<file path="config.mk">
export PLATFORM = sky130hd
export DESIGN_NAME = sysex_data_packet_receiver
export DESIGN_NICKNAME = d
export VERILOG_FILES = /design/src/hw/rtl/sdpr_pkg.sv /design/src/hw/rtl/sdpr_front.sv /design/src/hw/rtl/sdpr_queue.sv /design/src/hw/rtl/sdpr_back.sv /design/src/hw/rtl/sysex_data_packet_receiver.sv
export SDC_FILE = /design/constraint.sdc
export NUM_CORES = 1
export LEC_CHECK = 0
export BUFFER_PORTS_ARGS = -buffer_cell sky130_fd_sc_hd__buf_2
export CAP_MARGIN = 20
export CORE_MARGIN = 5
export CORE_UTILIZATION = 61
export DETAILED_ROUTE_END_ITERATION = 10
export PLACE_DENSITY = 0.8
export SLEW_MARGIN = 30
export SYNTH_ARGS = -nofsm -noshare
export SYNTH_HDL_FRONTEND = slang
export SYNTH_SLANG_ARGS = --single-unit
</file>
<file path="constraint.sdc">
create_clock -name clock -period 3 [get_ports clock]
set_input_delay 0.3 -clock clock [delete_from_list [all_inputs] [get_ports clock]]
set_output_delay 0.3 -clock clock [all_outputs]
set_load 0.02 [all_outputs]
</file>
<file path="src/hw/rtl/sdpr_pkg.sv">
// shared constants, codes and types of the sysex data packet receiver
`default_nettype none

package sdpr_pkg;

   localparam int FRAME_MAX_DEF   = 256;
   localparam int QUEUE_DEPTH_DEF = 4;

   localparam logic [7:0] BYTE_SOX        = 8'hF0;
   localparam logic [7:0] BYTE_EOX        = 8'hF7;
   localparam logic [7:0] ID_UNIVERSAL    = 8'h7E;
   localparam logic [7:0] SUB_FILE_DUMP   = 8'h07;
   localparam logic [7:0] SUB_DATA_PACKET = 8'h02;

   localparam logic [1:0] KIND_DATA = 2'd0;
   localparam logic [1:0] KIND_ACK  = 2'd1;
   localparam logic [1:0] KIND_NAK  = 2'd2;

   typedef enum logic [2:0] {
      OP_OPEN,
      OP_FOLD,
      OP_MSB,
      OP_DATA,
      OP_EOX,
      OP_NAK
   } op_type;

   typedef struct packed {
      op_type     op;
      logic [7:0] data;
   } cmd_type;

endpackage

`default_nettype wire

</file>
<file path="src/hw/rtl/sdpr_front.sv">
// front end: frame tracking, header checks and command generation
`default_nettype none

module sdpr_front #(
   parameter int FRAME_MAX = sdpr_pkg::FRAME_MAX_DEF
) (
   input  wire logic              clock,
   input  wire logic              reset,
   input  wire logic              req_valid,
   output logic                   req_stall,
   input  wire logic [7:0]        req_rx_byte,
   input  wire logic              q_full,
   output logic                   q_push,
   output sdpr_pkg::cmd_type      q_cmd
);
   import sdpr_pkg::*;

   localparam int POS_W = $clog2(FRAME_MAX);
   localparam logic [POS_W-1:0] POS_ONE  = POS_W'(1);
   localparam logic [POS_W-1:0] POS_SUB1 = POS_W'(5);
   localparam logic [POS_W-1:0] POS_SUB2 = POS_W'(6);
   localparam logic [POS_W-1:0] POS_PKT  = POS_W'(7);
   localparam logic [POS_W-1:0] POS_LEN  = POS_W'(8);
   localparam logic [POS_W-1:0] POS_PAY  = POS_W'(9);
   localparam logic [POS_W-1:0] POS_LAST = POS_W'(FRAME_MAX - 1);

   logic             in_frame_ff, in_frame_in;
   logic             is_data_ff, is_data_in;
   logic [POS_W-1:0] pos_ff, pos_in;
   logic [7:0]       pkt_ff, pkt_in;
   logic [7:0]       len_ff, len_in;

   logic             accept;
   logic             header_done;
   logic [POS_W-1:0] k;

   assign req_stall   = q_full;
   assign accept      = req_valid && !q_full;
   assign header_done = is_data_ff && (pos_ff >= POS_PKT);
   assign k           = pos_ff - POS_PAY;

   always_comb begin
      in_frame_in = in_frame_ff;
      is_data_in  = is_data_ff;
      pos_in      = pos_ff;
      pkt_in      = pkt_ff;
      len_in      = len_ff;
      q_push      = 1'b0;
      q_cmd.op    = OP_FOLD;
      q_cmd.data  = req_rx_byte;
      if (accept) begin
         if (!in_frame_ff) begin
            if (req_rx_byte == BYTE_SOX) begin
               in_frame_in = 1'b1;
               pos_in      = POS_ONE;
               is_data_in  = 1'b0;
               pkt_in      = 8'd0;
               len_in      = 8'd0;
               q_push      = 1'b1;
               q_cmd.op    = OP_OPEN;
            end
         end else if (req_rx_byte == BYTE_EOX) begin
            in_frame_in = 1'b0;
            q_push      = header_done;
            q_cmd.op    = OP_EOX;
            q_cmd.data  = pkt_ff;
         end else if (pos_ff >= POS_LAST) begin
            in_frame_in = 1'b0;
            q_push      = header_done;
            q_cmd.op    = OP_NAK;
            q_cmd.data  = pkt_ff;
         end else begin
            pos_in = pos_ff + POS_ONE;
            q_push = 1'b1;
            if (pos_ff == POS_ONE) begin
               is_data_in = (req_rx_byte == ID_UNIVERSAL);
            end else if (pos_ff == POS_SUB1) begin
               if (req_rx_byte != SUB_FILE_DUMP) is_data_in = 1'b0;
            end else if (pos_ff == POS_SUB2) begin
               if (req_rx_byte != SUB_DATA_PACKET) is_data_in = 1'b0;
            end else if (pos_ff == POS_PKT) begin
               pkt_in = req_rx_byte;
            end else if (pos_ff == POS_LEN) begin
               len_in = req_rx_byte;
            end else if (pos_ff >= POS_PAY && is_data_ff) begin
               if (9'(k) <= {1'b0, len_ff}) begin
                  q_cmd.op = (k[2:0] == 3'd0) ? OP_MSB : OP_DATA;
               end
            end
         end
      end
   end

   always_ff @(posedge clock) begin
      if (reset) begin
         in_frame_ff <= 1'b0;
         is_data_ff  <= 1'b0;
         pos_ff      <= '0;
         pkt_ff      <= 8'd0;
         len_ff      <= 8'd0;
      end else begin
         in_frame_ff <= in_frame_in;
         is_data_ff  <= is_data_in;
         pos_ff      <= pos_in;
         pkt_ff      <= pkt_in;
         len_ff      <= len_in;
      end
   end

endmodule

`default_nettype wire

</file>
<file path="src/hw/rtl/sdpr_queue.sv">
// short command queue between front and back end
`default_nettype none

module sdpr_queue #(
   parameter int QUEUE_DEPTH = sdpr_pkg::QUEUE_DEPTH_DEF
) (
   input  wire logic              clock,
   input  wire logic              reset,
   input  wire logic              push,
   input  wire sdpr_pkg::cmd_type push_cmd,
   output logic                   full,
   output logic                   head_valid,
   output sdpr_pkg::cmd_type      head_cmd,
   input  wire logic              pop
);
   import sdpr_pkg::*;

   localparam int PTR_W = $clog2(QUEUE_DEPTH);
   localparam int CNT_W = $clog2(QUEUE_DEPTH + 1);
   localparam logic [PTR_W-1:0] PTR_LAST = PTR_W'(QUEUE_DEPTH - 1);
   localparam logic [CNT_W-1:0] CNT_FULL = CNT_W'(QUEUE_DEPTH);

   cmd_type          entry_ff [QUEUE_DEPTH];
   logic [PTR_W-1:0] wr_ptr_ff, rd_ptr_ff;
   logic [CNT_W-1:0] count_ff;

   logic do_push, do_pop;

   assign full       = (count_ff == CNT_FULL);
   assign head_valid = (count_ff != '0);
   assign head_cmd   = entry_ff[rd_ptr_ff];
   assign do_push    = push && !full;
   assign do_pop     = pop && head_valid;

   always_ff @(posedge clock) begin
      if (do_push) entry_ff[wr_ptr_ff] <= push_cmd;
   end

   always_ff @(posedge clock) begin
      if (reset) begin
         wr_ptr_ff <= '0;
         rd_ptr_ff <= '0;
         count_ff  <= '0;
      end else begin
         if (do_push) wr_ptr_ff <= (wr_ptr_ff == PTR_LAST) ? '0 : wr_ptr_ff + PTR_W'(1);
         if (do_pop)  rd_ptr_ff <= (rd_ptr_ff == PTR_LAST) ? '0 : rd_ptr_ff + PTR_W'(1);
         if (do_push && !do_pop)      count_ff <= count_ff + CNT_W'(1);
         else if (do_pop && !do_push) count_ff <= count_ff - CNT_W'(1);
      end
   end

endmodule

`default_nettype wire

</file>
<file path="src/hw/rtl/sdpr_back.sv">
// back end: checksum, 8-to-7 unpacking and registered result word
`default_nettype none

module sdpr_back (
   input  wire logic              clock,
   input  wire logic              reset,
   input  wire logic              head_valid,
   input  wire sdpr_pkg::cmd_type head_cmd,
   output logic                   pop,
   output logic                   rsp_valid,
   input  wire logic              rsp_stall,
   output logic [1:0]             rsp_kind,
   output logic [7:0]             rsp_value,
   output logic [6:0]             rsp_out_index
);
   import sdpr_pkg::*;

   logic [7:0] xor_ff, xor_in;
   logic [6:0] msb_ff, msb_in;
   logic [6:0] count_ff, count_in;
   logic       valid_ff, valid_in;
   logic [1:0] kind_ff, kind_in;
   logic [7:0] value_ff, value_in;
   logic [6:0] index_ff, index_in;

   logic out_free, makes_word;

   assign out_free = !valid_ff || !rsp_stall;

   always_comb begin
      case (head_cmd.op)
         OP_DATA, OP_EOX, OP_NAK: makes_word = 1'b1;
         default:                 makes_word = 1'b0;
      endcase
   end

   assign pop = head_valid && (out_free || !makes_word);

   always_comb begin
      xor_in   = xor_ff;
      msb_in   = msb_ff;
      count_in = count_ff;
      valid_in = valid_ff && rsp_stall;
      kind_in  = kind_ff;
      value_in = value_ff;
      index_in = index_ff;
      if (pop) begin
         case (head_cmd.op)
            OP_OPEN: begin
               xor_in   = 8'd0;
               msb_in   = 7'd0;
               count_in = 7'd0;
            end
            OP_FOLD: begin
               xor_in = xor_ff ^ head_cmd.data;
            end
            OP_MSB: begin
               xor_in = xor_ff ^ head_cmd.data;
               msb_in = head_cmd.data[6:0];
            end
            OP_DATA: begin
               xor_in   = xor_ff ^ head_cmd.data;
               valid_in = 1'b1;
               kind_in  = KIND_DATA;
               value_in = head_cmd.data | {msb_ff[0], 7'd0};
               index_in = count_ff;
               msb_in   = {1'b0, msb_ff[6:1]};
               count_in = count_ff + 7'd1;
            end
            OP_EOX: begin
               valid_in = 1'b1;
               kind_in  = (xor_ff == 8'd0) ? KIND_ACK : KIND_NAK;
               value_in = head_cmd.data;
               index_in = 7'd0;
            end
            OP_NAK: begin
               valid_in = 1'b1;
               kind_in  = KIND_NAK;
               value_in = head_cmd.data;
               index_in = 7'd0;
            end
            default: begin
               xor_in = xor_ff;
            end
         endcase
      end
   end

   always_ff @(posedge clock) begin
      if (reset) begin
         xor_ff   <= 8'd0;
         msb_ff   <= 7'd0;
         count_ff <= 7'd0;
         valid_ff <= 1'b0;
      end else begin
         xor_ff   <= xor_in;
         msb_ff   <= msb_in;
         count_ff <= count_in;
         valid_ff <= valid_in;
      end
      kind_ff  <= kind_in;
      value_ff <= value_in;
      index_ff <= index_in;
   end

   assign rsp_valid     = valid_ff;
   assign rsp_kind      = kind_ff;
   assign rsp_value     = value_ff;
   assign rsp_out_index = index_ff;

endmodule

`default_nettype wire

</file>
<file path="src/hw/rtl/sysex_data_packet_receiver.sv">
// top level of the sysex data packet receiver
//
// channel   dir  handshake            payload
// req_      in   req_valid/req_stall  req_rx_byte[7:0]
// rsp_      out  rsp_valid/rsp_stall  rsp_kind[1:0] rsp_value[7:0] rsp_out_index[6:0]
//
// one byte per cycle while req_stall is low; a result word passes the queue and the
// result register; the front end folds each byte into the frame state; the back end
// drains one command per cycle; a word-making command needs a free result register
// synchronous active-high reset clears frame state, queue and result valid
// req_stall rises only when the command queue is full; rsp_stall backs up the queue
`default_nettype none

module sysex_data_packet_receiver #(
   parameter int FRAME_MAX   = sdpr_pkg::FRAME_MAX_DEF,
   parameter int QUEUE_DEPTH = sdpr_pkg::QUEUE_DEPTH_DEF
) (
   input  wire logic       clock,
   input  wire logic       reset,
   input  wire logic       req_valid,
   output logic            req_stall,
   input  wire logic [7:0] req_rx_byte,
   output logic            rsp_valid,
   input  wire logic       rsp_stall,
   output logic [1:0]      rsp_kind,
   output logic [7:0]      rsp_value,
   output logic [6:0]      rsp_out_index
);
   import sdpr_pkg::*;

   logic    q_full, q_push, head_valid, pop;
   cmd_type push_cmd, head_cmd;

   sdpr_front #(.FRAME_MAX(FRAME_MAX)) u_front (
      .clock       (clock),
      .reset       (reset),
      .req_valid   (req_valid),
      .req_stall   (req_stall),
      .req_rx_byte (req_rx_byte),
      .q_full      (q_full),
      .q_push      (q_push),
      .q_cmd       (push_cmd)
   );

   sdpr_queue #(.QUEUE_DEPTH(QUEUE_DEPTH)) u_queue (
      .clock      (clock),
      .reset      (reset),
      .push       (q_push),
      .push_cmd   (push_cmd),
      .full       (q_full),
      .head_valid (head_valid),
      .head_cmd   (head_cmd),
      .pop        (pop)
   );

   sdpr_back u_back (
      .clock         (clock),
      .reset         (reset),
      .head_valid    (head_valid),
      .head_cmd      (head_cmd),
      .pop           (pop),
      .rsp_valid     (rsp_valid),
      .rsp_stall     (rsp_stall),
      .rsp_kind      (rsp_kind),
      .rsp_value     (rsp_value),
      .rsp_out_index (rsp_out_index)
   );

endmodule

`default_nettype wire

</file>
==> summary.md <==
| Metric | Value |
|---|---|
| Num CTS Buffers | `17` |
| Status | `finished clean` |
| Minimum clock period | `2.83 ns` |
| Cell Rows | `34` |
| First-pass GRT wire length | `approximately 18000 um` |
| Initial core utilization | `62.8%` |
| Routed vias | `3776` |
| Worst path required time | `3.44 ns` |
| Area growth syn-to-layout | `16.5%` |
| Unrepaired setup endpoints after global routing | `no` |
| Filler cell count | `567` |
| Antenna Nets Post-Route | `0` |
| Post-route setup TNS | `0 ns` |
| Largest net degree at the start of global routing | `33` |
| Final Setup Violations | `0` |
| Peak VDD IR | `454 uV` |
| Vias in the first global route | `3776` |
| Cell Area, Placed | `5790 um^2` |
| Fin area | `6380 um^2` |
| Drt total wl | `10800 um` |
| Synth cell types | `54` |
| Startpoint types | `flip-flop` |
| TritonCTS clock tree | `done` |
| Yosys warns | `0` |
| Ant. Diodes | `0` |
| Post-synth EDFFs | `61` |
| Vias per inst | `5.90` |
| Part of the cycle the worst path needs | `between 90% and 100%` |
| Gate Count Post-Synth | `469` |
| Static leakage | `2.41 nW` |
| Flops & latches, synth | `119` |
| Slew of the pin with the lowest slew margin | `0.621 ns` |
| Total global routing overflow | `0` |
| Dominant synthesized flop cell | `edfxtp_1` |
| Worst slew margin | `58.6%` |
| Power per Cell Area | `845 nW/um^2` |
| Hold WS | `0.165 ns` |
| Post-Syn Area per Cell | `11.7 um^2` |
| CP max FO | `4` |
| Max-capacitance violation count | `0` |
| Dpl hpwl | `7420 um` |
| Final Hold Vio Count | `0` |
| Mapped Nets | `502` |
| Later-pin clock latency in the skew report | `0.51 ns` |
| DR WL/cell | `16.8 um` |
| Seq/Total Area, Yosys | `54.7%` |
| Initial DRC count | `220` |
| Data arrival, critical path | `3.27 ns` |
| Share of synthesized registers carrying an async set or reset | `0%` |
| Max-slew violations | `0` |
| Ratio of cells with drive above 1 in the final layout | `between 20 and 25%` |
| Overall Global Routing Usage | `20.6%` |
| RD Place Congestion | `roughly 0.84` |
| Die area | `11000 um^2` |
| Initial antenna violation count | `0` |
| Clock Root Buffer | `clkbuf_8` |
| Core box area | `a little under 9000 um^2` |
| CTS clk-pin slew, worst paths | `around 0.060 ns` |
| Fin nets | `roughly 550` |
| Max H-tree Level | `4` |
| Ports | `31` |
| DRC violations left | `0` |
| PortBufs | `30` |
| Synthesized area | `approximately 5500 um^2` |
| CP endpoint kind | `flip-flop` |
| Worst min path class | `primary input to flip-flop` |
| Clk sinks | `119` |
| Worst Skew | `slightly above 0.007 ns` |
| Chip Height | `105 um` |
| Fmax achieved | `353 MHz` |
| CTS Buffer Depth | `2` |
| Crit path kind | `flip-flop to flip-flop` |
| Die W | `~100 um` |
| First-pass iteration count of the detailed router | `5` |
stage by stage:
step | instances | total power [W] | util [%] | setup slack, ns
floorplan | 469 | 0.00311 | - | 0.185
global placement | 607 | 0.00343 | 66.4 | 0.197
detailed placement | 607 | 0.00348 | 66.4 | 0.133
CTS | 639 | 0.00541 | 72.9 | 0.104
global route | 640 | 0.00567 | 73.1 | 0.00822
finish | 640 | 0.00539 | 73.1 | 0.168
Yosys cell counts, types with 4 or more instances:
library cell  count  area, um^2
nand4_1           9        56.3
xnor2_1           5        43.8
nor3_1           12        60.1
mux4_1            9         236
nand2_1          36         135
a221oi_1          6        52.6
a21oi_1          17        85.1
mux2i_1          11         110
or3_1             8        50.1
nand2b_1          5        31.3
dfxtp_1          58        1160
mux2_2            9         101
a21o_1            4        30.0
nand3_1           5        25.0
clkbuf_1         10        37.5
nor3_2            6        60.1
nor2_1           53         199
o21ai_0           9        45.0
and2_1           21         131
edfxtp_1         61        1830
ha_1             20         250
inv_1            20        75.1
nor4_1            6        37.5
xor2_1           19         166
sequential cells by signal (all words and copies together), names as in the netlist, 2 cells and up, named ones only:
signal and count:
u_back.xor_ff 8, u_back.rsp_kind 2, u_front.pos_ff 8, u_queue.count_ff 3, u_queue.rd_ptr_ff 2, u_back.rsp_out_index 7
u_queue.entry_ff 44, u_back.count_ff 7, u_front.pkt_ff 8, u_back.msb_ff 7, u_front.len_ff 8, u_back.rsp_value 8
u_queue.wr_ptr_ff 2
worst paths after layout:
kind,from,depth (start not counted),endpoint,slack (ns)
max,flip-flop,10,u_queue.count_ff[2]$_SDFFE_PP0P_,0.17
min,req_rx_byte[0],4,u_front.is_data_ff$_SDFFE_PP0P_,0.16
max reg2reg,flip-flop,10,u_queue.count_ff[2]$_SDFFE_PP0P_,0.17
min reg2reg,u_front.pkt_ff[3]$_SDFFE_PP0P_,2,u_front.pkt_ff[3]$_SDFFE_PP0P_,0.45
cell usage in the layout (no fill, tap or decap), types with 3 or more instances in the layout:
cell type / count
a21o_1: 4
a21oi_1: 17
a221oi_1: 6
a22oi_1: 3
and2_1: 21
buf_2: 30
buf_4: 16
clkbuf_16: 16
clkinv_2: 4
clkinvlp_4: 4
dfxtp_1: 57
edfxtp_1: 61
ha_1: 20
inv_1: 20
inv_6: 3
mux2_2: 9
mux2i_1: 11
mux4_1: 9
nand2_1: 36
nand2b_1: 5
nand3_1: 5
nand3b_1: 3
nand4_1: 9
nor2_1: 53
nor2b_1: 3
nor3_1: 12
nor3_2: 6
nor4_1: 5
o21ai_0: 9
o31ai_1: 3
or3_1: 8
xnor2_1: 5
xor2_1: 19
area by class of cell:
cell class / count / area, um^2 / share of cell area, %
Tap cell: 108 / 135 / 2.12
Clock inverter: 15 / 154 / 2.41
Inverter: 20 / 75.1 / 1.18
Sequential cell: 119 / 2990 / 46.9
Timing Repair Buffer: 48 / 289 / 4.53
Clock buffer: 17 / 414 / 6.49
Multi-Input combinational cell: 313 / 2320 / 36.3
what timing repair did:
action                     in CTS  in global routing
hold buffers                    0                  0
buffers inserted                0                  0
gates resized for setup         0                  4
hold endpoints to repair        0                  0
setup endpoints to repair       0                  5
where the power goes:
| group | switching, W | leakage (nW) | internal [W] |
|---|---|---|---|
| logic | 0.000820 | 1.12 | 0.000546 |
| registers | 0.000114 | 1.02 | 0.00198 |
| clock network | 0.000750 | 0.271 | 0.00118 |
| total | 0.00168 | 2.41 | 0.00370 |
cells by family (layout without fill, tap and decap cells):
group	Yosys count	after routing	share of synthesized area (%)
fa+ha+maj	21	21	4.94
simple gates	178	178	17.0
buf+inv	37	100	3.13
mux	31	31	9.01
compound gates	59	59	7.38
flops	119	119	54.7
xor+xnor	24	24	3.84
worst max-delay path, stage by stage, from the launching register on:
cell	delay [ns]
dfxtp_2	0.36
mux4_1	0.56
and3b_2	0.29
nor2b_4	0.06
o21ai_2	0.21
ha_1	0.22
inv_1	0.06
fa_1	0.37
xor2_1	0.17
or3_1	0.30
a21oi_1	0.15
per-layer routing:
layer | up-vias | wire length [um] | global-route usage [%]
li1 | 1812 | - | -
met1 | 1818 | 4270 | 24.3
met2 | 125 | 5670 | 35.4
met3 | 21 | 620 | 6.10
met4 | 0 | 189 | 7.85
met5 | - | 0 | 0
No activity file was read; power rests on OpenSTA's default activity.
